**src/sv/universal_machine_execute_unit_macros.svh**
```systemverilog
// ----------------------------------------------------------------------------
// universal machine execute unit assertion macros
// clocked assertion helpers for the rtl file that carries checks
// ----------------------------------------------------------------------------
`ifndef UNIVERSAL_MACHINE_EXECUTE_UNIT_MACROS_SVH
`define UNIVERSAL_MACHINE_EXECUTE_UNIT_MACROS_SVH

// property checked at every rising edge outside reset
`define UM_ASSERT(lbl, prop, msg) \
    lbl: assert property (@(posedge clk) disable iff (!rst_n) (prop)) else $error(msg);

// condition that must never be seen at a rising edge outside reset
`define UM_NEVER(lbl, cond, msg) \
    lbl: assert property (@(posedge clk) disable iff (!rst_n) !(cond)) else $error(msg);

`endif

```
**src/sv/um_pkg.sv**
```systemverilog
// ----------------------------------------------------------------------------
// um_pkg
// shared widths, constants and codes of the universal machine execute unit
// ----------------------------------------------------------------------------
package um_pkg;

    localparam int WORD_W       = 32;
    localparam int CHAR_W       = 8;
    localparam int NUM_REGS_DEF = 8;
    localparam int REG_AW       = 3;
    localparam int OPC_LSB      = 28;
    localparam int OPC_W        = 4;
    localparam int IMM_A_LSB    = 25;
    localparam int IMM_W        = 25;
    localparam int FLD_A_LSB    = 6;
    localparam int FLD_B_LSB    = 3;
    localparam int FLD_C_LSB    = 0;

    typedef logic [WORD_W-1:0] word_t;

    typedef enum logic [OPC_W-1:0] {
        OP_CMOV  = 4'd0,
        OP_LOAD  = 4'd1,
        OP_STORE = 4'd2,
        OP_ADD   = 4'd3,
        OP_MUL   = 4'd4,
        OP_DIV   = 4'd5,
        OP_NAND  = 4'd6,
        OP_HALT  = 4'd7,
        OP_MAP   = 4'd8,
        OP_UNMAP = 4'd9,
        OP_OUT   = 4'd10,
        OP_IN    = 4'd11,
        OP_JUMP  = 4'd12,
        OP_IMM   = 4'd13
    } opcode_t;

    typedef enum logic [3:0] {
        ACT_NONE    = 4'd0,
        ACT_READ    = 4'd1,
        ACT_WRITE   = 4'd2,
        ACT_MAP     = 4'd3,
        ACT_UNMAP   = 4'd4,
        ACT_OUTCHAR = 4'd5,
        ACT_INPUT   = 4'd6,
        ACT_PROG    = 4'd7,
        ACT_HALT    = 4'd8,
        ACT_FAULT   = 4'd9
    } action_t;

    typedef enum logic [1:0] {
        FLT_NONE       = 2'd0,
        FLT_BAD_OP     = 2'd1,
        FLT_DIV_ZERO   = 2'd2,
        FLT_UNEXPECTED = 2'd3
    } fault_t;

    typedef enum logic [1:0] {
        KIND_INSTR      = 2'd0,
        KIND_MEM_REPLY  = 2'd1,
        KIND_CHAR_REPLY = 2'd2
    } kind_t;

endpackage

```
**src/sv/um_regfile.sv**
```systemverilog
// ----------------------------------------------------------------------------
// um_regfile
// general register file: two synchronous copies, registered reads
// ----------------------------------------------------------------------------
module um_regfile
    import um_pkg::*;
#(
    parameter int NUM_REGS = NUM_REGS_DEF,
    localparam int AW      = $clog2(NUM_REGS)
)
(
    input  logic          clk,
    input  logic          rst_n,
    input  logic          rd_en,
    input  logic [AW-1:0] rd_addr_a,
    input  logic [AW-1:0] rd_addr_b,
    input  logic [AW-1:0] rd_addr_c,
    output word_t         rd_data_a,
    output word_t         rd_data_b,
    output word_t         rd_data_c,
    input  logic          wr_en,
    input  logic [AW-1:0] wr_addr,
    input  word_t         wr_data
);

    // copy bc serves the b and c ports, copy a the a port
    word_t bank_bc_mem [NUM_REGS];
    word_t bank_a_mem  [NUM_REGS];

    logic [NUM_REGS-1:0] vld_reg;
    word_t               rda_reg;
    word_t               rdb_reg;
    word_t               rdc_reg;
    logic                vlda_reg;
    logic                vldb_reg;
    logic                vldc_reg;

    always_ff @(posedge clk)
    begin
        if (wr_en)
        begin
            bank_bc_mem[wr_addr] <= wr_data;
            bank_a_mem[wr_addr]  <= wr_data;
        end
        if (rd_en)
        begin
            rda_reg <= bank_a_mem[rd_addr_a];
            rdb_reg <= bank_bc_mem[rd_addr_b];
            rdc_reg <= bank_bc_mem[rd_addr_c];
        end
    end

    // an entry never written reads as zero
    always_ff @(posedge clk or negedge rst_n)
    begin
        if (!rst_n)
        begin
            vld_reg  <= '0;
            vlda_reg <= 1'b0;
            vldb_reg <= 1'b0;
            vldc_reg <= 1'b0;
        end
        else
        begin
            if (wr_en)
            begin
                vld_reg[wr_addr] <= 1'b1;
            end
            if (rd_en)
            begin
                vlda_reg <= vld_reg[rd_addr_a];
                vldb_reg <= vld_reg[rd_addr_b];
                vldc_reg <= vld_reg[rd_addr_c];
            end
        end
    end

    assign rd_data_a = vlda_reg ? rda_reg : '0;
    assign rd_data_b = vldb_reg ? rdb_reg : '0;
    assign rd_data_c = vldc_reg ? rdc_reg : '0;

endmodule

```
**src/sv/um_div.sv**
```systemverilog
// ----------------------------------------------------------------------------
// um_div
// unsigned restoring divider, one quotient bit per cycle
// ----------------------------------------------------------------------------
module um_div
    import um_pkg::*;
(
    input  logic  clk,
    input  logic  rst_n,
    input  logic  start,
    input  word_t dividend,
    input  word_t divisor,
    output logic  done,
    output word_t quotient
);

    localparam int CW = $clog2(WORD_W);

    logic          busy_reg;
    logic          done_reg;
    logic [CW-1:0] cnt_reg;
    word_t         rem_reg;
    word_t         quo_reg;
    word_t         dvs_reg;

    logic [WORD_W:0] shifted;
    logic [WORD_W:0] diff;
    logic            take;
    word_t           rem_next;
    word_t           quo_next;

    always_comb
    begin
        shifted  = {rem_reg, quo_reg[WORD_W-1]};
        diff     = shifted - {1'b0, dvs_reg};
        take     = !diff[WORD_W];
        rem_next = take ? diff[WORD_W-1:0] : shifted[WORD_W-1:0];
        quo_next = {quo_reg[WORD_W-2:0], take};
    end

    always_ff @(posedge clk or negedge rst_n)
    begin
        if (!rst_n)
        begin
            busy_reg <= 1'b0;
            done_reg <= 1'b0;
            cnt_reg  <= '0;
        end
        else if (start)
        begin
            busy_reg <= 1'b1;
            done_reg <= 1'b0;
            cnt_reg  <= CW'(WORD_W - 1);
        end
        else if (busy_reg)
        begin
            cnt_reg <= cnt_reg - 1'b1;
            if (cnt_reg == '0)
            begin
                busy_reg <= 1'b0;
                done_reg <= 1'b1;
            end
        end
        else
        begin
            done_reg <= 1'b0;
        end
    end

    always_ff @(posedge clk)
    begin
        if (start)
        begin
            rem_reg <= '0;
            quo_reg <= dividend;
            dvs_reg <= divisor;
        end
        else if (busy_reg)
        begin
            rem_reg <= rem_next;
            quo_reg <= quo_next;
        end
    end

    assign done     = done_reg;
    assign quotient = quo_reg;

endmodule

```
**src/sv/universal_machine_execute_unit.sv**
```systemverilog
// ----------------------------------------------------------------------------
// universal_machine_execute_unit
// executes universal machine instructions and takes segment and input replies
// ----------------------------------------------------------------------------
// One item is in flight at a time. An item is taken in while the register
// file is read, then executed, and replies, faults and most instructions
// commit from the execute step. Multiply registers its product and commits
// from the commit step, and divide runs the 32-step restoring divider
// before the commit step. A result waiting on a stalled output holds the unit
// in its commit step until it is taken. Segment load, map and input
// requests leave a reply pending that the next item must complete.
`include "universal_machine_execute_unit_macros.svh"

module universal_machine_execute_unit
    import um_pkg::*;
#(
    parameter int NUM_REGS = NUM_REGS_DEF
)
(
    input  logic              clk,
    input  logic              rst_n,
    input  logic              in_valid,
    output logic              in_stall,
    input  logic [1:0]        kind,
    input  word_t             instr_word,
    input  word_t             reply_data,
    input  logic [CHAR_W-1:0] in_char,
    input  logic              in_eof,
    output logic              out_valid,
    input  logic              out_stall,
    output logic [3:0]        action,
    output word_t             seg_id,
    output word_t             offset,
    output word_t             write_data,
    output logic [CHAR_W-1:0] out_char,
    output word_t             next_pc,
    output logic [1:0]        fault_code
);

    typedef enum logic [1:0] {
        S_IDLE,
        S_EXEC,
        S_DIV,
        S_COMMIT
    } state_t;

    typedef struct packed {
        action_t           action;
        word_t             seg_id;
        word_t             offset;
        word_t             wdata;
        logic [CHAR_W-1:0] ochar;
        word_t             npc;
        fault_t            fault;
        logic              wr_en;
        logic [REG_AW-1:0] wr_addr;
        word_t             wr_data;
        logic              pend_set;
        logic              pend_clr;
        logic [REG_AW-1:0] pend_dest;
        logic              pend_input;
        logic              use_mul;
        logic              use_div;
    } res_t;

    state_t state_reg, state_next;
    word_t  pc_reg, pc_next;
    logic   pend_reg, pend_next;
    logic   pend_input_reg, pend_input_next;
    logic [REG_AW-1:0] pend_dest_reg, pend_dest_next;

    logic [1:0]        kind_reg, kind_next;
    word_t             word_reg, word_next;
    word_t             rdata_reg, rdata_next;
    logic [CHAR_W-1:0] char_reg, char_next;
    logic              eof_reg, eof_next;

    res_t res_reg, res_next;

    logic              out_valid_reg, out_valid_next;
    logic [3:0]        action_reg, action_next;
    word_t             seg_id_reg, seg_id_next;
    word_t             offset_reg, offset_next;
    word_t             wdata_reg, wdata_next;
    logic [CHAR_W-1:0] ochar_reg, ochar_next;
    word_t             npc_reg, npc_next;
    logic [1:0]        fault_reg, fault_next;

    logic    in_fire;
    logic    out_free;
    logic    commit_fire;
    res_t    commit_res;
    res_t    exec_res;
    opcode_t op;
    word_t   ra;
    word_t   rb;
    word_t   rc;
    word_t   mul_lo;
    logic    div_start;
    logic    div_done;
    word_t   div_quo;
    logic    rf_we;

    assign in_stall = (state_reg != S_IDLE);
    assign in_fire  = in_valid && (state_reg == S_IDLE);
    assign out_free = !out_valid_reg || !out_stall;
    assign rf_we    = commit_fire && commit_res.wr_en;

    // reads are issued only as an item is taken, writes only at commit
    um_regfile #(
        .NUM_REGS (NUM_REGS)
    ) u_regfile (
        .clk       (clk),
        .rst_n     (rst_n),
        .rd_en     (in_fire),
        .rd_addr_a (instr_word[FLD_A_LSB +: REG_AW]),
        .rd_addr_b (instr_word[FLD_B_LSB +: REG_AW]),
        .rd_addr_c (instr_word[FLD_C_LSB +: REG_AW]),
        .rd_data_a (ra),
        .rd_data_b (rb),
        .rd_data_c (rc),
        .wr_en     (rf_we),
        .wr_addr   (commit_res.wr_addr),
        .wr_data   (commit_res.wr_data)
    );

    um_div u_div (
        .clk      (clk),
        .rst_n    (rst_n),
        .start    (div_start),
        .dividend (rb),
        .divisor  (rc),
        .done     (div_done),
        .quotient (div_quo)
    );

    assign mul_lo = rb * rc;
    assign op     = opcode_t'(word_reg[OPC_LSB +: OPC_W]);

    // execute step: decode the held item against the register read data
    always_comb
    begin
        exec_res     = '0;
        exec_res.npc = pc_reg + 1'b1;
        if (kind_reg != KIND_INSTR)
        begin
            exec_res.npc = pc_reg;
            if (!pend_reg || (kind_reg != KIND_MEM_REPLY && kind_reg != KIND_CHAR_REPLY)
                || ((kind_reg == KIND_CHAR_REPLY) != pend_input_reg))
            begin
                exec_res.action = ACT_FAULT;
                exec_res.fault  = FLT_UNEXPECTED;
            end
            else
            begin
                exec_res.wr_en    = 1'b1;
                exec_res.wr_addr  = pend_dest_reg;
                exec_res.pend_clr = 1'b1;
                if (kind_reg == KIND_MEM_REPLY)
                begin
                    exec_res.wr_data = rdata_reg;
                end
                else
                begin
                    exec_res.wr_data = eof_reg ? '1
                                               : {{(WORD_W-CHAR_W){1'b0}}, char_reg};
                end
            end
        end
        else if (pend_reg)
        begin
            exec_res.npc    = pc_reg;
            exec_res.action = ACT_FAULT;
            exec_res.fault  = FLT_UNEXPECTED;
        end
        else
        begin
            unique case (op)
                OP_CMOV:
                begin
                    exec_res.wr_en   = (rc != '0);
                    exec_res.wr_addr = word_reg[FLD_A_LSB +: REG_AW];
                    exec_res.wr_data = rb;
                end
                OP_LOAD:
                begin
                    exec_res.action     = ACT_READ;
                    exec_res.seg_id     = rb;
                    exec_res.offset     = rc;
                    exec_res.pend_set   = 1'b1;
                    exec_res.pend_dest  = word_reg[FLD_A_LSB +: REG_AW];
                end
                OP_STORE:
                begin
                    exec_res.action = ACT_WRITE;
                    exec_res.seg_id = ra;
                    exec_res.offset = rb;
                    exec_res.wdata  = rc;
                end
                OP_ADD:
                begin
                    exec_res.wr_en   = 1'b1;
                    exec_res.wr_addr = word_reg[FLD_A_LSB +: REG_AW];
                    exec_res.wr_data = rb + rc;
                end
                OP_MUL:
                begin
                    exec_res.wr_en   = 1'b1;
                    exec_res.wr_addr = word_reg[FLD_A_LSB +: REG_AW];
                    exec_res.use_mul = 1'b1;
                end
                OP_DIV:
                begin
                    if (rc == '0)
                    begin
                        exec_res.action = ACT_FAULT;
                        exec_res.fault  = FLT_DIV_ZERO;
                        exec_res.npc    = pc_reg;
                    end
                    else
                    begin
                        exec_res.wr_en   = 1'b1;
                        exec_res.wr_addr = word_reg[FLD_A_LSB +: REG_AW];
                        exec_res.use_div = 1'b1;
                    end
                end
                OP_NAND:
                begin
                    exec_res.wr_en   = 1'b1;
                    exec_res.wr_addr = word_reg[FLD_A_LSB +: REG_AW];
                    exec_res.wr_data = ~(rb & rc);
                end
                OP_HALT:
                begin
                    exec_res.action = ACT_HALT;
                end
                OP_MAP:
                begin
                    exec_res.action    = ACT_MAP;
                    exec_res.offset    = rc;
                    exec_res.pend_set  = 1'b1;
                    exec_res.pend_dest = word_reg[FLD_B_LSB +: REG_AW];
                end
                OP_UNMAP:
                begin
                    exec_res.action = ACT_UNMAP;
                    exec_res.seg_id = rc;
                end
                OP_OUT:
                begin
                    exec_res.action = ACT_OUTCHAR;
                    exec_res.ochar  = rc[CHAR_W-1:0];
                end
                OP_IN:
                begin
                    exec_res.action     = ACT_INPUT;
                    exec_res.pend_set   = 1'b1;
                    exec_res.pend_dest  = word_reg[FLD_C_LSB +: REG_AW];
                    exec_res.pend_input = 1'b1;
                end
                OP_JUMP:
                begin
                    // a zero segment is a plain jump within the running program
                    if (rb != '0)
                    begin
                        exec_res.action = ACT_PROG;
                        exec_res.seg_id = rb;
                    end
                    exec_res.npc = rc;
                end
                OP_IMM:
                begin
                    exec_res.wr_en   = 1'b1;
                    exec_res.wr_addr = word_reg[IMM_A_LSB +: REG_AW];
                    exec_res.wr_data = {{(WORD_W-IMM_W){1'b0}}, word_reg[IMM_W-1:0]};
                end
                default:
                begin
                    exec_res.action = ACT_FAULT;
                    exec_res.fault  = FLT_BAD_OP;
                    exec_res.npc    = pc_reg;
                end
            endcase
        end
    end

    always_comb
    begin
        state_next      = state_reg;
        pc_next         = pc_reg;
        pend_next       = pend_reg;
        pend_input_next = pend_input_reg;
        pend_dest_next  = pend_dest_reg;
        kind_next       = kind_reg;
        word_next       = word_reg;
        rdata_next      = rdata_reg;
        char_next       = char_reg;
        eof_next        = eof_reg;
        res_next        = res_reg;
        out_valid_next  = out_valid_reg && out_stall;
        action_next     = action_reg;
        seg_id_next     = seg_id_reg;
        offset_next     = offset_reg;
        wdata_next      = wdata_reg;
        ochar_next      = ochar_reg;
        npc_next        = npc_reg;
        fault_next      = fault_reg;
        div_start       = 1'b0;
        commit_fire     = 1'b0;
        commit_res      = res_reg;

        unique case (state_reg)
            S_IDLE:
            begin
                if (in_valid)
                begin
                    kind_next  = kind;
                    word_next  = instr_word;
                    rdata_next = reply_data;
                    char_next  = in_char;
                    eof_next   = in_eof;
                    state_next = S_EXEC;
                end
            end
            S_EXEC:
            begin
                if (exec_res.use_mul)
                begin
                    res_next         = exec_res;
                    res_next.wr_data = mul_lo;
                    state_next       = S_COMMIT;
                end
                else if (exec_res.use_div)
                begin
                    res_next   = exec_res;
                    div_start  = 1'b1;
                    state_next = S_DIV;
                end
                else if (out_free)
                begin
                    commit_fire = 1'b1;
                    commit_res  = exec_res;
                    state_next  = S_IDLE;
                end
                else
                begin
                    res_next   = exec_res;
                    state_next = S_COMMIT;
                end
            end
            S_DIV:
            begin
                if (div_done)
                begin
                    res_next.wr_data = div_quo;
                    state_next       = S_COMMIT;
                end
            end
            S_COMMIT:
            begin
                if (out_free)
                begin
                    commit_fire = 1'b1;
                    state_next  = S_IDLE;
                end
            end
            default:
            begin
                state_next = S_IDLE;
            end
        endcase

        if (commit_fire)
        begin
            pc_next        = commit_res.npc;
            out_valid_next = 1'b1;
            action_next    = commit_res.action;
            seg_id_next    = commit_res.seg_id;
            offset_next    = commit_res.offset;
            wdata_next     = commit_res.wdata;
            ochar_next     = commit_res.ochar;
            npc_next       = commit_res.npc;
            fault_next     = commit_res.fault;
            if (commit_res.pend_set)
            begin
                pend_next       = 1'b1;
                pend_dest_next  = commit_res.pend_dest;
                pend_input_next = commit_res.pend_input;
            end
            else if (commit_res.pend_clr)
            begin
                pend_next       = 1'b0;
                pend_input_next = 1'b0;
            end
        end
    end

    always_ff @(posedge clk or negedge rst_n)
    begin
        if (!rst_n)
        begin
            state_reg      <= S_IDLE;
            pc_reg         <= '0;
            pend_reg       <= 1'b0;
            pend_input_reg <= 1'b0;
            pend_dest_reg  <= '0;
            kind_reg       <= '0;
            word_reg       <= '0;
            rdata_reg      <= '0;
            char_reg       <= '0;
            eof_reg        <= 1'b0;
            res_reg        <= '0;
            out_valid_reg  <= 1'b0;
            action_reg     <= '0;
            seg_id_reg     <= '0;
            offset_reg     <= '0;
            wdata_reg      <= '0;
            ochar_reg      <= '0;
            npc_reg        <= '0;
            fault_reg      <= '0;
        end
        else
        begin
            state_reg      <= state_next;
            pc_reg         <= pc_next;
            pend_reg       <= pend_next;
            pend_input_reg <= pend_input_next;
            pend_dest_reg  <= pend_dest_next;
            kind_reg       <= kind_next;
            word_reg       <= word_next;
            rdata_reg      <= rdata_next;
            char_reg       <= char_next;
            eof_reg        <= eof_next;
            res_reg        <= res_next;
            out_valid_reg  <= out_valid_next;
            action_reg     <= action_next;
            seg_id_reg     <= seg_id_next;
            offset_reg     <= offset_next;
            wdata_reg      <= wdata_next;
            ochar_reg      <= ochar_next;
            npc_reg        <= npc_next;
            fault_reg      <= fault_next;
        end
    end

    assign out_valid  = out_valid_reg;
    assign action     = action_reg;
    assign seg_id     = seg_id_reg;
    assign offset     = offset_reg;
    assign write_data = wdata_reg;
    assign out_char   = ochar_reg;
    assign next_pc    = npc_reg;
    assign fault_code = fault_reg;

    `UM_ASSERT(a_commit_needs_room, commit_fire |-> (!out_valid_reg || !out_stall), "commit while output item is stalled")
    `UM_NEVER(a_rf_no_clash, rf_we && in_fire, "register write and read issue on the same edge")
    `UM_ASSERT(a_div_done_in_div, div_done |-> (state_reg == S_DIV), "divider finished outside the divide step")
    `UM_ASSERT(a_pend_action, (commit_fire && commit_res.pend_set) |=> (action_reg == ACT_READ || action_reg == ACT_MAP || action_reg == ACT_INPUT), "reply left pending by a non-request item")

endmodule
```
**config.mk**
```make
export PLATFORM = sky130hd
export DESIGN_NAME = universal_machine_execute_unit
export DESIGN_NICKNAME = d
export VERILOG_FILES = /design/src/sv/um_pkg.sv /design/src/sv/um_regfile.sv /design/src/sv/um_div.sv /design/src/sv/universal_machine_execute_unit.sv
export VERILOG_INCLUDE_DIRS = /design/src /design/src/sv
export SDC_FILE = /design/constraint.sdc
export NUM_CORES = 2
export LEC_CHECK = 0
export BUFFER_PORTS_ARGS = -buffer_cell sky130_fd_sc_hd__buf_2
export CELL_PAD_IN_SITES_DETAIL_PLACEMENT = 0
export CELL_PAD_IN_SITES_GLOBAL_PLACEMENT = 1
export CORE_MARGIN = 10
export CORE_UTILIZATION = 51
export DETAILED_ROUTE_END_ITERATION = 16
export PLACE_DENSITY_LB_ADDON = 0.15
export SETUP_SLACK_MARGIN = 0.4
export SLEW_MARGIN = 5
export SYNTH_ARGS = -nofsm -noshare
export SYNTH_HDL_FRONTEND = slang
export SYNTH_SLANG_ARGS = --single-unit
```
**constraint.sdc**
```tcl
create_clock -name clk -period 10.4 [get_ports clk]
set_clock_uncertainty 0.2 [all_clocks]
set_input_delay 2.08 -clock clk [delete_from_list [all_inputs] [get_ports clk]]
set_output_delay 2.08 -clock clk [all_outputs]
set_load 0.01 [all_outputs]
```
# --- After elaboration in Yosys (flattened, before gate mapping) ---
# Memory sizes are Yosys's and may differ from the RTL's. A register that Yosys moved wholly into a read port is not among the register bits.
# Index checks and enable logic that the tools add are counted.
word_totals:
  output_inout_bits: 144
  input_bits: 79
  mem_bits_rw: 512
  register_bits: 525
  elab_cells: 207
  latchBits: 0
  rom_bits: 0
  memories: 2
classes:
  reduce_logical: 35
  eq_ne: 27
  n_mul: 1
  magnitude_cmp: 5
  n_mux: 87
  bitwise_logic: 3
  addsub: 4
  n_div: 0
  shift: 0
mem_list:
  columns: ["memory", "words", "width", "rd", "rd_ports_with_merged_regs", "write_ports", "line_no", "source"]
  rows:
  - ["u_regfile.bank_a_mem", 8, 32, 1, 1, 1, "um_regfile.sv:28", "word_t bank_a_mem [NUM_REGS];"]
  - ["u_regfile.bank_bc_mem", 8, 32, 2, 2, 1, "um_regfile.sv:27", "word_t bank_bc_mem [NUM_REGS];"]
op_table:
  columns: ["op", "n"]
  rows:
  - ["186-bit two-way mux", 7]
  - ["32-bit two-way mux", 10]
  - ["32-bit case mux with 4 select lines", 2]
  - ["104-bit two-way mux", 2]
  - ["32-bit case mux with 2 select lines", 2]
  - ["32-bit case mux with 3 select lines", 1]
  - ["70-bit two-way mux", 1]
  - ["34-bit two-way mux", 2]
  - ["32-bit nonzero test", 2]
  - ["4-bit case mux with 10 select lines", 1]
  - ["37-bit two-way mux", 1]
  - ["36-bit two-way mux", 1]
  - ["35-bit two-way mux", 1]
  - ["33-bit by 32-bit subtractor with 33-bit output", 1]
  - ["32-bit by 1-bit adder with 32-bit output, second input constant", 1]
  - ["32-bit adder", 1]
  - ["32-bit bitwise AND", 1]
  - ["32-bit zero test", 1]
  - ["32-bit by 32-bit multiplier with 32-bit output", 1]
  - ["32-bit inverter", 1]
  - ["1-bit two-way mux", 30]
  - ["4-bit equality test, second input constant", 6]
  - ["4-bit two-way mux", 5]
  - ["4-bit by 3-bit equality test with 1-bit output, second input constant", 4]
  - ["39 further kinds", 77]

# --- Logic depth before layout (Yosys ltp) ---
logic_depth:
  depth_word: 15
  ltp_mapped: 33
  ltp_nobuf: 28

# --- Hierarchy ---
# A second synthesis with hierarchy kept.
hier_totals:
  hier_cells: 5732
  area_unflattened_um2: 62497.4
modules_own_cells:
  columns: ["mod", "instances", "cells_per_inst", "seq_area_each_um2", "area_per_inst_um2"]
  rows:
  - ["universal_machine_execute_unit", 1, 4257, 10234.8, 38593.3]
  - ["um_regfile", 1, 855, 10845.4, 17807.1]
  - ["um_div", 1, 620, 2737.6, 6097.1]

# --- Least setup slack after synthesis ---
# Ideal clock, no wire load.
synth_timing:
  path_type: "flip-flop to flip-flop"
  from: "register u_regfile.vldc_reg"
  to: "register res_reg[31] in the netlist's numbering"
  required_time_ns: 10.074
  setup_time_ns: 0.126
  n_path_buf: 5
  synth_period_minus_slack_ns: 7.867
  path_stages_with_launch: 30
  t_arrival_ns: 7.541
  path_slack_ns: 2.533
  path_cell_list: "dfrtp_1 buf_4 buf_4 buf_2 buf_1 nand2_1 clkbuf_1 nor2_1 fa_1 inv_1 fa_1 fa_1 fa_1 inv_1 fa_1 inv_1 fa_1 inv_1 fa_1 fa_1 ha_1 a21o_1 a21o_1 a21oi_1 a21boi_0 o21ai_0 a21oi_1 xor2_1 o21ai_0 a221o_1"
synth_via:
  elab_chain_cells: 10
  word_cells_on_any_way: 19
  cone_classes: "1 x add/sub; 1 x mul; 1 x eq/ne; 12 x mux; 2 x bitwise; 2 x reduce/logical"
synth_rtl:
  columns: ["element", "line_no", "source"]
  rows:
  - ["from (decl)", "um_regfile.sv:36", "logic vldc_reg;"]
  - ["from (signal assigned)", "um_regfile.sv:73", "vldc_reg <= vld_reg[rd_addr_c];"]
  - ["32-bit two-way mux (*)", "um_regfile.sv:80", "assign rd_data_c = vldc_reg ? rdc_reg : '0;"]
  - ["parallel branches: the longest is 9 deep, another holds 32-bit by 32-bit multiplier with 32-bit output", null, null]
  - ["to (signal assigned)", "universal_machine_execute_unit.sv:434", "res_reg <= res_next;"]
  - ["to (decl)", "universal_machine_execute_unit.sv:78", "res_t res_reg, res_next;"]
# Every way passes the cells marked *. The select of a mux whose other input is x is not followed.
# A chain may end at the register's enable or synchronous reset.

# --- Final worst setup path ---
layout_timing:
  from: "register u_regfile.vldc_reg"
  to: "register res_reg[35] in the netlist's numbering"
# The elaborated chain is that of the path after synthesis.

==> results by group <==
Status
  – Outcome: completed

Power and ir drop
  – PD cells: 224 nW/um2
  – Sw frac: 0.440
  – Leak pwr: 28.1 nW
  – P_sw: 0.00658 W
  – Maximum VDD drop: 0.000244 V
  – Seq pwr share: 0.344
  – Clock power frac: 0.243
  – Int Power: 0.00838 W
  – Combinational Power Share: 0.413

Global route
  – Pin count of the biggest net entering global routing: between 200 and 250
  – Gr usage total: 0.354
  – First-pass GRT wire length: 340000 um
  – Initial antenna violation count: 10
  – Vias in the first global route: 47500
  – Total congestion overflow: 0

Clocking
  – CTS Sinks: between 800 and 900
  – Clock Path Buffers: 3
  – Post_cts resized: 0
  – Root buf cell: clkbuf_16
  – CTS H-Tree Depth: 3
  – Clock latency on the worst-skew pair: 0.77 ns
  – Post-CTS Repair Setup Buffers: 0
  – Clock transition at path regs: 0.06 ns
  – TritonCTS clock tree: yes
  – Cts hold-fix bufs: 0
  – Num CTS Buffers: 97

Setup path
  – Critical path arrival: 9.94 ns
  – Crit end category: flip-flop
  – Internal reg-to-reg setup slack: 0.88 ns
  – Worst Path Required: 10.82 ns
  – Worst Path Max Fanout: 32
  – Crit Path Class: flip-flop to flip-flop
  – CP Launch Type: flip-flop

Logic synthesis
  – Seq/Total Area, Yosys: 0.395
  – Adder-Cell Fraction of Synth Area: 0.177
  – Cell Area, Synth: ~60000 um2
  – Area contributors post-synth: edfxtp_1, dfrtp_1, fa_1
  – Synth warnings: 0
  – Simple-Gate Fraction of Synth Area: 0.115
  – Asr flop ratio synth: 0.488
  – Synth top area share: 0.207
  – Distinct cells, synth: 86
  – Syn Inst Count: 5720
  – Ys flop type: dfrtp_1
  – Top cells by count, synth: nand2_1, nor2_1, inv_1
  – Post-synth net total: 6407
  – Post-synthesis compound-gate area fraction: 0.111
  – EDFF count, synth: approximately 420
  – Syn avg cell area: 10.5 um2
  – Synth Register Bits: 875
  – Mux cell area share after synthesis: 0.123
  – Leading area contributor after synthesis: edfxtp_1
  – Top-count cell post-synth: nand2_1
  – Post-Synth XOR/XNOR Area: 0.0222
  – Main combinational cell family by area after synthesis: adder cells

Drt
  – DR WL/cell: 31.6 um
  – Vias/cell: roughly 6.4
  – DRT Pass-1 Iters: 11
  – DRC violations left: 0
  – Detail Route Antenna Nets: 0
  – Final WL: 236000 um
  – DRT iter0 DRCs: 6339
  – Total number of vias: 48100

Cells and area
  – P&R area growth vs syn: 10.8%
  – Nets: ~6500
  – Fraction of layout cells with a size suffix above 1: 0.176
  – Multi-input gate area: 33200 um2
  – FF/Latch Area: ~24000 um2
  – Max FFs per register: 192
  – FILL cells: 10300

Die
  – Num rows: about 130
  – Full die area: 132000 um2
  – Die Y: 364 um
  – Starting density of the core: 0.512
  – CORE AREA: between 100000 and 150000 um2
  – Boundary pin count: ~220
  – Die W: 364 um

Timing
  – Max_slew headroom: 0.157
  – Final setup vio count: 0
  – Final slew viol count: 0
  – Setup TNS: 0 ns
  – Final Hold Vio Count: 0
  – Final cycle utilization of the critical path: 0.916
  – Fmax: 105 MHz
  – Worst-margin pin slew: 1.26 ns
  – Setup ws final: 0.877 ns
  – Fin crit period: ~9.5 ns
  – Unrepaired setup endpoints after global routing: no

Place
  – Gpl congestion: between 1 and 1.5
  – Port bufs: 222
  – Post-Place Worst Slack: 1.19 ns
  – DPL Wire Length: 166000 um

Job
  – Max cap viols: 0

Worst hold path
  – Worst hold path class: flip-flop to flip-flop
[cell type report]
class / instances / share of cell area
tap: 1536 / 0.0288
clock buffer: 132 / 0.0398
clock inverter: 51 / 0.0103
antenna: 11 / 0.000412
multi-input combinational: 3964 / 0.498
sequential: 875 / 0.357
timing repair buffer: 390 / 0.0366
inverter: 524 / 0.0295
[critical path, stage by stage (launching register included)]
cell and delay [ns]:
dfrtp_1 1.08, buf_4 0.35, nand2_1 0.47, buf_4 0.42, nor2_1 0.17, fa_1 0.42
inv_1 0.08, fa_1 0.43, fa_1 0.50, fa_1 0.55, inv_1 0.05, fa_1 0.49
inv_1 0.05, fa_1 0.54, inv_1 0.09, fa_1 0.52, fa_1 0.42, ha_1 0.37
a21o_1 0.20, a21o_1 0.18, a21oi_1 0.25, a21boi_0 0.43, o21ai_0 0.22, a21oi_1 0.23
nor4b_1 0.07, nor3_1 0.44, a21oi_1 0.12
[layout by cell type, fill, tap and decap left out, types with 16 or more instances in the layout]
cell       instances
nand4_1           25
buf_4            167
clkbuf_1          25
a21oi_1          248
mux4_2           198
nor4_1            20
nand2b_1          18
buf_2            218
clkbuf_16         97
clkinv_2          24
mux2i_1           16
edfxtp_1         416
nand2_1          878
clkinv_1          30
nor3_1            26
mux2_2           249
and3_1            46
ha_1             198
dfxtp_1           32
a21o_1            46
nand3_1           43
a31oi_1          118
a222oi_1          32
dfrtp_1          427
o21ai_0          326
nor2_1           513
xor2_1            38
o31ai_1           50
o22ai_1           57
fa_1             410
inv_1            495
a211oi_1          31
a22oi_1           37
xnor2_1           83
[worst paths after layout]
kind | cells past startpoint | start | to
worst max-delay path | 26 | u_regfile.vldc_reg | res_reg[35]
worst min-delay path | 2 | res_reg[47] | next_pc[1]
worst max register to register | 26 | u_regfile.vldc_reg | res_reg[35]
worst min register to register | 2 | res_reg[47] | next_pc[1]
max in group asynchronous | 3 | rst_n | res_reg[179]
min in group asynchronous | 1 | rst_n | u_div.cnt_reg[0]
[per-stage QoR]
stage	area (um2)	total power, W	utilization	hold WS [ns]	std cells
floorplan	60300	0.00844	-	0.242	5720
global placement	63400	0.0111	0.539	0.256	7289
detailed placement	63400	0.0112	0.539	0.265	7289
CTS	66700	0.0148	0.567	0.266	7472
global route	66700	0.0155	0.567	0.289	7472
finish	66700	0.0150	0.567	0.268	7483
[cells by family after synthesis]
group,Yosys count
mux,463
simple gates,1672
xor+xnor,134
compound gates,1087
fa+ha+maj,608
flops,875
buf+inv,881
[layer usage]
metal,routed length (um),track usage,vias to the layer above
li1,-,-,20200
met1,90900,0.467,24300
met2,104000,0.534,2981
met3,26300,0.0918,654
met4,14600,0.191,6
met5,46,0,-
[power by group through the flow]
stage	Clock, W	Sequential [W]	Combinational (W)
finish	0.00363	0.00514	0.00618
global route	0.00381	0.00519	0.00652
CTS	0.00367	0.00511	0.00601
detailed placement	0	0.00518	0.00598
global placement	0	0.00517	0.00595
floorplan	0	0.00494	0.00350
Power figures use the tool's default switching activity.
